==> src/rtl/bdq_pkg.sv <==
// shared constants and types for the bounded deque
package bdq_pkg;

   localparam int unsigned CAPACITY_DEF = 16;
   localparam int unsigned VALUE_W      = 32;
   localparam int unsigned CMD_W        = 3;

   localparam logic [CMD_W-1:0] CMD_PUSH_FRONT = 3'd0;
   localparam logic [CMD_W-1:0] CMD_PUSH_BACK  = 3'd1;
   localparam logic [CMD_W-1:0] CMD_POP_FRONT  = 3'd2;
   localparam logic [CMD_W-1:0] CMD_POP_BACK   = 3'd3;
   localparam logic [CMD_W-1:0] CMD_REMOVE     = 3'd4;
   localparam logic [CMD_W-1:0] CMD_CLEAR      = 3'd5;

   typedef enum logic [1:0] {
      STATUS_OK       = 2'd0,
      STATUS_FULL     = 2'd1,
      STATUS_EMPTY    = 2'd2,
      STATUS_NOTFOUND = 2'd3
   } status_type;

endpackage

==> src/rtl/bdq_ram.sv <==
// entry store: one write port, one read port with registered read data
module bdq_ram #(
   parameter int unsigned DEPTH = bdq_pkg::CAPACITY_DEF
) (
   input  logic                                clock,
   input  logic                                wr_en,
   input  logic [$clog2(DEPTH)-1:0]            wr_addr,
   input  logic [bdq_pkg::VALUE_W-1:0]         wr_data,
   input  logic [$clog2(DEPTH)-1:0]            rd_addr,
   output logic [bdq_pkg::VALUE_W-1:0]         rd_data
);

   logic [bdq_pkg::VALUE_W-1:0] entry_mem [DEPTH];
   logic [bdq_pkg::VALUE_W-1:0] rd_data_ff;

   always_ff @(posedge clock) begin
      if (wr_en) begin
         entry_mem[wr_addr] <= wr_data;
      end
      rd_data_ff <= entry_mem[rd_addr];
   end

   assign rd_data = rd_data_ff;

endmodule

==> src/rtl/bounded_deque_remove_by_value.sv <==
// bounded deque of signed words with remove by value, top level
//
// commands enter on start/req_cmd/req_value and are taken when busy is low;
// busy stays high until the result beat has been produced.
// every command gives exactly one result beat: rsp_strobe is high for one
// cycle with status, count and the front and back values after the command.
// entries sit in a ring inside a one-port-read memory; head and tail
// pointers move for pushes and pops, and every command then passes the
// front read, back read and finish states before the result strobe.
// remove by value makes one pass over the held entries: each cycle reads
// one entry, compares it, and once the match is seen writes each later
// entry one place toward the front; the scan covers up to CAPACITY entries.
// the front and back values are read back from the memory after every
// command, one read each.
// reset empties the store at once; the memory needs no clearing.
// the result beat cannot be held off; a new command may be accepted in
// the cycle in which the result strobe is high.
module bounded_deque_remove_by_value #(
   parameter int unsigned CAPACITY = bdq_pkg::CAPACITY_DEF
) (
   input  logic                                    clock,
   input  logic                                    reset,
   input  logic                                    start,
   output logic                                    busy,
   input  logic [bdq_pkg::CMD_W-1:0]               req_cmd,
   input  logic signed [bdq_pkg::VALUE_W-1:0]      req_value,
   output logic                                    rsp_strobe,
   output logic [1:0]                              rsp_status,
   output logic [$clog2(CAPACITY+1)-1:0]           rsp_count,
   output logic signed [bdq_pkg::VALUE_W-1:0]      rsp_front_value,
   output logic signed [bdq_pkg::VALUE_W-1:0]      rsp_back_value
);

   localparam int unsigned PW = $clog2(CAPACITY);
   localparam int unsigned CW = $clog2(CAPACITY + 1);
   localparam int unsigned VW = bdq_pkg::VALUE_W;

   typedef enum logic [4:0] {
      ST_IDLE = 5'b00001,
      ST_SCAN = 5'b00010,
      ST_RDF  = 5'b00100,
      ST_RDB  = 5'b01000,
      ST_FIN  = 5'b10000
   } state_type;

   state_type               state_ff, state_in;
   logic [CW-1:0]           held_ff, held_in;
   logic [PW-1:0]           head_ff, head_in;
   logic [PW-1:0]           tail_ff, tail_in;
   logic [PW-1:0]           rd_ptr_ff, rd_ptr_in;
   logic [PW-1:0]           cur_addr_ff, cur_addr_in;
   logic [CW-1:0]           rd_left_ff, rd_left_in;
   logic                    vld_ff, vld_in;
   logic                    found_ff, found_in;
   logic [VW-1:0]           val_ff, val_in;
   bdq_pkg::status_type     status_ff, status_in;
   logic [VW-1:0]           front_ff, front_in;
   logic                    rsp_strobe_ff, rsp_strobe_in;
   logic [1:0]              rsp_status_ff, rsp_status_in;
   logic [CW-1:0]           rsp_count_ff, rsp_count_in;
   logic [VW-1:0]           rsp_front_ff, rsp_front_in;
   logic [VW-1:0]           rsp_back_ff, rsp_back_in;

   logic                    wr_en;
   logic [PW-1:0]           wr_addr;
   logic [VW-1:0]           wr_data;
   logic [PW-1:0]           rd_addr;
   logic [VW-1:0]           rd_data;
   logic                    full;
   logic                    empty;

   function automatic logic [PW-1:0] ptr_inc(input logic [PW-1:0] p);
      return (p == PW'(CAPACITY - 1)) ? '0 : p + 1'b1;
   endfunction

   function automatic logic [PW-1:0] ptr_dec(input logic [PW-1:0] p);
      return (p == '0) ? PW'(CAPACITY - 1) : p - 1'b1;
   endfunction

   bdq_ram #(
      .DEPTH (CAPACITY)
   ) u_ram (
      .clock   (clock),
      .wr_en   (wr_en),
      .wr_addr (wr_addr),
      .wr_data (wr_data),
      .rd_addr (rd_addr),
      .rd_data (rd_data)
   );

   assign full  = (held_ff == CW'(CAPACITY));
   assign empty = (held_ff == '0);

   always_comb begin
      state_in      = state_ff;
      held_in       = held_ff;
      head_in       = head_ff;
      tail_in       = tail_ff;
      rd_ptr_in     = rd_ptr_ff;
      cur_addr_in   = cur_addr_ff;
      rd_left_in    = rd_left_ff;
      vld_in        = vld_ff;
      found_in      = found_ff;
      val_in        = val_ff;
      status_in     = status_ff;
      front_in      = front_ff;
      rsp_strobe_in = 1'b0;
      rsp_status_in = rsp_status_ff;
      rsp_count_in  = rsp_count_ff;
      rsp_front_in  = rsp_front_ff;
      rsp_back_in   = rsp_back_ff;
      wr_en         = 1'b0;
      wr_addr       = head_ff;
      wr_data       = req_value;
      rd_addr       = head_ff;

      unique case (state_ff)
         ST_IDLE: begin
            if (start) begin
               val_in    = req_value;
               status_in = bdq_pkg::STATUS_OK;
               state_in  = ST_RDF;
               case (req_cmd)
                  bdq_pkg::CMD_PUSH_FRONT: begin
                     if (full) begin
                        status_in = bdq_pkg::STATUS_FULL;
                     end else begin
                        head_in = ptr_dec(head_ff);
                        wr_en   = 1'b1;
                        wr_addr = ptr_dec(head_ff);
                        if (empty) begin
                           tail_in = ptr_dec(head_ff);
                        end
                        held_in = held_ff + 1'b1;
                     end
                  end
                  bdq_pkg::CMD_PUSH_BACK: begin
                     if (full) begin
                        status_in = bdq_pkg::STATUS_FULL;
                     end else begin
                        wr_en = 1'b1;
                        if (empty) begin
                           wr_addr = head_ff;
                           tail_in = head_ff;
                        end else begin
                           wr_addr = ptr_inc(tail_ff);
                           tail_in = ptr_inc(tail_ff);
                        end
                        held_in = held_ff + 1'b1;
                     end
                  end
                  bdq_pkg::CMD_POP_FRONT: begin
                     if (empty) begin
                        status_in = bdq_pkg::STATUS_EMPTY;
                     end else begin
                        head_in = ptr_inc(head_ff);
                        held_in = held_ff - 1'b1;
                     end
                  end
                  bdq_pkg::CMD_POP_BACK: begin
                     if (empty) begin
                        status_in = bdq_pkg::STATUS_EMPTY;
                     end else begin
                        tail_in = ptr_dec(tail_ff);
                        held_in = held_ff - 1'b1;
                     end
                  end
                  bdq_pkg::CMD_REMOVE: begin
                     if (empty) begin
                        status_in = bdq_pkg::STATUS_EMPTY;
                     end else begin
                        state_in   = ST_SCAN;
                        rd_ptr_in  = head_ff;
                        rd_left_in = held_ff;
                        vld_in     = 1'b0;
                        found_in   = 1'b0;
                     end
                  end
                  bdq_pkg::CMD_CLEAR: begin
                     held_in = '0;
                  end
                  default: begin
                  end
               endcase
            end
         end
         ST_SCAN: begin
            // compare the entry read last cycle; after the match, move it up one place
            if (vld_ff) begin
               if (!found_ff) begin
                  if (rd_data == val_ff) begin
                     found_in = 1'b1;
                  end
               end else begin
                  wr_en   = 1'b1;
                  wr_addr = ptr_dec(cur_addr_ff);
                  wr_data = rd_data;
               end
            end
            if (rd_left_ff != '0) begin
               rd_addr     = rd_ptr_ff;
               cur_addr_in = rd_ptr_ff;
               rd_ptr_in   = ptr_inc(rd_ptr_ff);
               rd_left_in  = rd_left_ff - 1'b1;
               vld_in      = 1'b1;
            end else begin
               vld_in = 1'b0;
            end
            if ((rd_left_ff == '0) && !vld_ff) begin
               state_in = ST_RDF;
               if (found_ff) begin
                  held_in = held_ff - 1'b1;
                  tail_in = ptr_dec(tail_ff);
               end else begin
                  status_in = bdq_pkg::STATUS_NOTFOUND;
               end
            end
         end
         ST_RDF: begin
            rd_addr  = head_ff;
            state_in = ST_RDB;
         end
         ST_RDB: begin
            rd_addr  = tail_ff;
            front_in = rd_data;
            state_in = ST_FIN;
         end
         ST_FIN: begin
            rsp_strobe_in = 1'b1;
            rsp_status_in = status_ff;
            rsp_count_in  = held_ff;
            rsp_front_in  = empty ? '0 : front_ff;
            rsp_back_in   = empty ? '0 : rd_data;
            state_in      = ST_IDLE;
         end
         default: begin
            state_in = ST_IDLE;
         end
      endcase
   end

   always_ff @(posedge clock) begin
      if (reset) begin
         state_ff      <= ST_IDLE;
         held_ff       <= '0;
         head_ff       <= '0;
         tail_ff       <= '0;
         vld_ff        <= 1'b0;
         found_ff      <= 1'b0;
         rd_left_ff    <= '0;
         rsp_strobe_ff <= 1'b0;
      end else begin
         state_ff      <= state_in;
         held_ff       <= held_in;
         head_ff       <= head_in;
         tail_ff       <= tail_in;
         vld_ff        <= vld_in;
         found_ff      <= found_in;
         rd_left_ff    <= rd_left_in;
         rsp_strobe_ff <= rsp_strobe_in;
      end
   end

   always_ff @(posedge clock) begin
      rd_ptr_ff     <= rd_ptr_in;
      cur_addr_ff   <= cur_addr_in;
      val_ff        <= val_in;
      status_ff     <= status_in;
      front_ff      <= front_in;
      rsp_status_ff <= rsp_status_in;
      rsp_count_ff  <= rsp_count_in;
      rsp_front_ff  <= rsp_front_in;
      rsp_back_ff   <= rsp_back_in;
   end

   assign busy            = (state_ff != ST_IDLE);
   assign rsp_strobe      = rsp_strobe_ff;
   assign rsp_status      = rsp_status_ff;
   assign rsp_count       = rsp_count_ff;
   assign rsp_front_value = rsp_front_ff;
   assign rsp_back_value  = rsp_back_ff;

   a_held_bound: assert property (@(posedge clock) disable iff (reset)
      held_ff <= CW'(CAPACITY))
      else $error("entry count above capacity");

   a_empty_zero: assert property (@(posedge clock) disable iff (reset)
      (rsp_strobe && (rsp_count == '0)) |-> (rsp_front_value == '0 && rsp_back_value == '0))
      else $error("empty result with nonzero front or back");

   a_accept_busy: assert property (@(posedge clock) disable iff (reset)
      (start && !busy) |=> busy)
      else $error("accepted command did not raise busy");

   a_strobe_idle: assert property (@(posedge clock) disable iff (reset)
      rsp_strobe |-> (state_ff == ST_IDLE && $past(state_ff == ST_FIN)))
      else $error("result beat outside of command completion");

endmodule

==> config.mk <==
export PLATFORM = sky130hd
export DESIGN_NAME = bounded_deque_remove_by_value
export DESIGN_NICKNAME = d
export VERILOG_FILES = /design/src/rtl/bdq_pkg.sv /design/src/rtl/bdq_ram.sv /design/src/rtl/bounded_deque_remove_by_value.sv
export SDC_FILE = /design/constraint.sdc
export NUM_CORES = 1
export LEC_CHECK = 0
export BUFFER_PORTS_ARGS = -buffer_cell sky130_fd_sc_hd__buf_2
export CELL_PAD_IN_SITES_DETAIL_PLACEMENT = 0
export CELL_PAD_IN_SITES_GLOBAL_PLACEMENT = 1
export CORE_MARGIN = 8
export CORE_UTILIZATION = 54
export CTS_BUF_LIST = sky130_fd_sc_hd__clkbuf_4
export CTS_CLUSTER_SIZE = 30
export DETAILED_ROUTE_END_ITERATION = 6
export PLACE_DENSITY = 0.91
export SYNTH_ARGS = -nofsm -noshare
export SYNTH_HDL_FRONTEND = slang
export SYNTH_SLANG_ARGS = --single-unit
export TNS_END_PERCENT = 10
==> constraint.sdc <==
create_clock -name clock -period 9.3 [get_ports clock]
set_clock_uncertainty 0.1 [all_clocks]
set_input_delay 0.465 -clock clock [delete_from_list [all_inputs] [get_ports clock]]
set_output_delay 0.465 -clock clock [all_outputs]
set_load 0.005 [all_outputs]
### After elaboration in Yosys (flattened, before gate mapping)

Memory sizes are Yosys's and may differ from the RTL's. A register that Yosys moved wholly into a read port is not among the register bits.
Index checks and enable logic that the tools add are counted.

| word-level totals | value |
|---|---|
| register bits after elaboration | 171 |
| memory bits (writable) | 512 |
| output and inout bits | 73 |
| logic and storage cells | 161 |
| memories kept | 1 |

Memories:

| memory | words | bits a word | rd ports | clocked after Yosys merged registers in | wr ports | RTL line | RTL |
|---|---|---|---|---|---|---|---|
| u_ram.entry_mem | 16 | 32 | 1 | 1 | 1 | bdq_ram.sv:13 | `logic [bdq_pkg::VALUE_W-1:0] entry_mem [DEPTH];` |

| operators by class | value |
|---|---|
| add/sub/neg operators | 9 |
| eq/ne operators | 33 |
| muxes and demuxes | 77 |
| reductions and logical operators | 24 |

Operator list:

| operator | count |
|---|---|
| two-way mux 4 bit | 25 |
| two-way mux 32 bit | 3 |
| two-way mux 5 bit | 11 |
| case mux 4 bit (2 select lines) | 6 |
| equality test 32 bit | 1 |
| case mux 5 bit (2 select lines) | 2 |
| case mux 5 bit (4 select lines) | 1 |
| inequality test 3 bit (second input constant) | 6 |
| two-way mux 1 bit | 16 |
| inequality test 2 bit (second input constant) | 8 |
| case mux 5 bit (3 select lines) | 1 |
| adder 4 x 1 -> 4 bit (second input constant) | 3 |
| equality test 4 bit (second input constant) | 3 |
| logical NOT 4 bit | 3 |
| case mux 4 bit (3 select lines) | 1 |
| AND reduction 4 bit | 3 |
| subtractor 4 x 1 -> 4 bit (second input constant) | 3 |
| equality test 5 bit (second input constant) | 2 |
| logical NOT 5 bit | 2 |
| AND reduction 5 bit | 2 |
| subtractor 5 x 1 -> 5 bit (second input constant) | 2 |
| AND reduction 9 bit | 1 |
| two-way mux 2 bit | 4 |
| case mux 2 bit (2 select lines) | 2 |
| 23 further kinds | 32 |

### Longest topological paths before layout

| logic depth | value |
|---|---|
| depth in word-level cells | 7 |
| gate-level depth with buffers | 13 |
| mapped depth without buffers | 9 |

### By module

Synthesis repeated with hierarchy kept, for this count alone.

| unflattened totals | value |
|---|---|
| cells, all modules | 1481 |
| area total of the unflattened synthesis | 27904.3 µm² |

Modules (own cells, without submodules):

| module | times used | cells each | area an instance (µm²) | sequential area each (µm²) |
|---|---|---|---|---|
| bdq_ram | 1 | 838 | 19854.0 | 16015.4 |
| bounded_deque_remove_by_value | 1 | 643 | 8050.2 | 4874.7 |

### Least setup slack after synthesis

OpenSTA, ideal clock, no wires.

| timing path | value |
|---|---|
| kind | reg-to-reg |
| from | register state_ff[1] |
| to | register rsp_back_ff[0], in the netlist rsp_back_value[0], enable pin |
| library setup time | 0.677 ns |
| arrival | 7.318 ns |
| slack | 1.206 ns |
| cell stages (with the launch flop) | 3 |
| path buffers | 1 |
| period minus slack after synthesis | 8.094 ns |
| cells stage by stage | dfxtp_1 -> clkbuf_1 -> nor4_1 |

| on the way | value |
|---|---|
| word-level cells in the longest chain between the ends | 1 |

RTL lines:

| item | RTL line | RTL |
|---|---|---|
| start: declaration | bounded_deque_remove_by_value.sv:46 | `state_type state_ff, state_in;` |
| start signal: assignment | bounded_deque_remove_by_value.sv:253 | `state_ff <= state_in;` |
| equality test 5 bit | bounded_deque_remove_by_value.sv:117 | `unique case (state_ff)` |
| end signal: assignment | bounded_deque_remove_by_value.sv:273 | `rsp_back_ff <= rsp_back_in;` |
| end: declaration | bounded_deque_remove_by_value.sv:62 | `logic [VW-1:0] rsp_back_ff, rsp_back_in;` |

No other way between the ends.
A chain may end at the register's enable or synchronous reset.

### Worst setup path in the final report

| timing path | value |
|---|---|
| from | register rd_left_ff[0] |
| to | register u_ram.rd_data_ff (netlist bit u_ram.rd_data[0]), read port of u_ram.entry_mem |

| on the way | value |
|---|---|
| word-level cells in the longest chain between the ends | 3 |

RTL lines:

| item | RTL line | RTL |
|---|---|---|
| start: declaration | bounded_deque_remove_by_value.sv:52 | `logic [CW-1:0] rd_left_ff, rd_left_in;` |
| start signal: assignment | bounded_deque_remove_by_value.sv:259 | `rd_left_ff <= rd_left_in;` |
| nonzero test 5 bit | bounded_deque_remove_by_value.sv:200 | `if (rd_left_ff != '0) begin` |
| two-way mux 4 bit | bounded_deque_remove_by_value.sv:200 |  |
| case mux 4 bit (2 select lines) | bounded_deque_remove_by_value.sv:117 |  |
| end: declaration | bdq_ram.sv:14 | `logic [bdq_pkg::VALUE_W-1:0] rd_data_ff;` |

No other way between the ends.

==> metrics.md <==
| Metric | Value |
|---|---|
| Buf/Inv on CP | 3 |
| DP HPWL | 44.58 mm |
| Mapped Cells | 2030 |
| FF-to-FF setup slack | 4790 ps |
| Synthesized area | 28160 µm² |
| Total setup buffers inserted after CTS | 0 |
| Routed len/inst | 23.37 µm |
| Total CTS buffers | 167 |
| Critical Path Slowest Stage Cell | and3_1 |
| GP Congestion | 0.8717 |
| Die Wd | 244.4 µm |
| CP delay by family, top | simple AND/OR/NAND/NOR gates |
| Max-slew violation count | 0 |
| Post-synth EDFFs | 657 |
| Finished Cell Area | 32070 µm² |
| Layout fillers | 3654 |
| Area delta synth->final | 13.88% |
| Distinct cells, synth | 69 |
| CP arrival | 5120 ps |
| Clock slew at reported path FFs | 70 ps |
| Setup_tns | 0 ps |
| Avg Inst Size Synth | 13.87 µm² |
| Synth area leader | edfxtp_1 |
| Post-detailed-route count of antenna-violating nets | 0 |
| Power density cells | 240.4 nW/µm² |
| Status | finished clean |
| Hold Fails Final Rpt | 0 |
| Hold crit path type | primary input to flip-flop |
| Hold_buf cts | 35 |
| CP Data Required Time | 9910 ps |
| IO Port Bufs | 110 |
| Vias post-DR | 18400 |
| Most frequent cell after synthesis | edfxtp_1 |
| Nets | 2294 |
| First-pass GRT wire length | 108.3 mm |
| Reg2Reg Depth | 11 |
| WL final | 71.82 mm |
| Average vias per placed instance | 5.988 |
| Seq/Total Area, Yosys | 74.18% |
| Ratio of cells with drive above 1 in the final layout | 20.70% |
| TritonRoute pass-1 iters | 6 |
| Cell depth of the worst setup path | 11 |
| Die area | 59710 µm² |
| RR Startpoint | rd_left_ff[0] |
| Vert. Die Dim | 244.4 µm |
| Post-synth ARST share | 0% |
| Gr usage total | 23.75% |
| CTS resizes | 0 |
| Post-synth top area share | 70.06% |
| Yosys warns | 0 |
| CP endpoint | u_ram.rd_data[0] |
| Number of setup violations in the final report | 0 |
| List of most frequent post-synthesis cells | edfxtp_1 (657), nand2_1 (411), nand3_1 (161) |
| Leakage | 10.86 nW |
| Fin crit share | 48.47% |
| Relative slew slack | 13.63% |
| Largest net degree at the start of global routing | 83 |
| Slew @ Worst Pin | 1293 ps |
| Synth area leaders | edfxtp_1 (70%), nand2_1 (5.5%), dfxtp_1 (4.1%), nand3_1 (2.9%), and2_1 (1.5%) |
| Crit-path cells | inv_1, ha_1, or4b_4, o211ai_2, a221o_2, buf_4, and3_1, buf_4, nand3_1, nand4_1, a211oi_2 |
| Clock Path Buffers | 3 |
| Synth Net Count | 2078 |
| Core footprint | 51410 µm² |
| Total grt overflow | 0 |
| Peak VDD IR | 0.1156 mV |
| Iter 0 DRT Violations | 2369 |
| Setup crit start kind | flip-flop |
| TritonCTS clock tree | built |
| Cell Area, Placed | 29400 µm² |
| Tmin final | 4507 ps |
| Predominant post-synthesis flop cell | edfxtp_1 |
| Register area | 20890 µm² |
| H-tree depth | 4 |
| Max Freq | 0.2219 GHz |
| Root Buffer | clkbuf_4 |
| Number of antenna violations at the first check in global routing | 1 |
| RSZ-0062 raised after global routing | no |
| Boundary Pins | 111 |
| Top cell by count, worst path | buf_4 |
| Seq cells post-synth | 715 |
| Area of the multi-input gates | 6902 µm² |
| Worst Setup SP | rd_left_ff[0] |
| Crit end category | flip-flop |
| Residual DRC count | 0 |
| RR Endpoint | u_ram.rd_data[0] |
| Clk_lat worst skew | 890 ps |
| Starting Density | 54.78% |
| Crit-path max FO | 67 |
| Number of global-route vias before repair | 18080 |
| Worst Setup Path Type | flip-flop to flip-flop |
| Max Cap Viol | 0 |
| Clk sinks | 715 |
| Std-Cell Rows | 83 |
| Crit-path max cell delay | 850 ps |
[routing by layer]
layer	GRT usage, %	share of wire [%]	vias up
li1	-	-	8111
met1	32.21	38	8912
met2	34.61	44	1229
met3	8.350	14	150
met4	10.18	3.1	0
met5	0	0	-
[cell families after synthesis]
family	share of synthesized area [%]
compound gates	6.300
xor+xnor	1.182
fa+ha+maj	0.4443
buf+inv	2.057
flops	74.18
mux	2.599
simple gates	13.24
[stage by stage]
stage               setup WS (ps)  instances  power (mW)  hold slack, ps  utilization (%)
finish                       4793       3073       7.709           122.2            62.39
floorplan                    1206       2030       4.674           300.3                -
detailed placement           4857       2722       5.110           314.6            57.20
global route                 4608       3072       8.008           70.92            62.38
global placement             5016       2722       5.076           300.3            57.20
CTS                          4843       3071       7.705           22.33            62.38
[where the power goes]
group / switching (mW) / total [mW] / internal [mW] / leakage [nW]
Sequential: 0.211 / 3.95 / 3.74 / 6.42
Clock: 1.20 / 2.62 / 1.42 / 1.37
Combinational: 0.742 / 1.14 / 0.400 / 3.08
[layout make-up]
| cell class | instances | share of cell area [%] |
|---|---|---|
| Sequential cell | 715 | 65.14 |
| Multi-Input combinational cell | 1182 | 21.52 |
| Clock buffer | 261 | 6.110 |
| Timing Repair Buffer | 166 | 3.301 |
| Tap cell | 680 | 2.653 |
| Clock inverter | 53 | 1.100 |
| Inverter | 14 | 0.1639 |
| Antenna cell | 2 | 0.01561 |
[worst reg2reg max path: cells and delay by family, from the launching register on]
kind,cells,cell delay (ps)
and+or+nand+nor,4,1670
buffers and inverters,3,1230
AOI/OAI and AO/OA,3,860
DFF,1,320
adders and majority gates,1,190
[sequential cells by signal, indices dropped and copies added, names as in the netlist]
signal and flops:
u_ram.entry_mem 512, rd_left_ff 5, state_ff 5, found_ff 1, held_ff 5, tail_ff 4
head_ff 4, val_ff 32, rsp_back_value 32, rsp_strobe 1, u_ram.rd_data 32, rd_ptr_ff 4
cur_addr_ff 4, status_ff 2, vld_ff 1, rsp_count 5, rsp_status 2, rsp_front_value 32
front_ff 32
[worst min-delay path by stage]
| stage | startpoint | end | slack [ps] | cells past startpoint |
|---|---|---|---|---|
| floorplan | status_ff[0] | rsp_status[0] | 300 | 0 |
| global placement | status_ff[1] | rsp_status[1] | 300 | 0 |
| detailed placement | status_ff[1] | rsp_status[1] | 310 | 0 |
| CTS | req_cmd[2] | status_ff[0] | 20 | 2 |
| global route | req_cmd[2] | status_ff[0] | 70 | 2 |
| finish | req_cmd[2] | status_ff[0] | 120 | 2 |
[placed cells by master (no fill, tap or decap), types with 32 or more instances in the layout]
master / count
buf_2: 110
edfxtp_1: 657
mux2_2: 32
nand2_1: 411
a32oi_1: 33
xnor2_1: 35
clkbuf_4: 261
and2_1: 68
nor2_1: 49
mux2i_1: 36
o21ai_0: 84
nand4_1: 39
dlygate4sd3_1: 35
nand3_1: 161
dfxtp_1: 58
clkinv_1: 37
(Power assumes the default switching activity.)
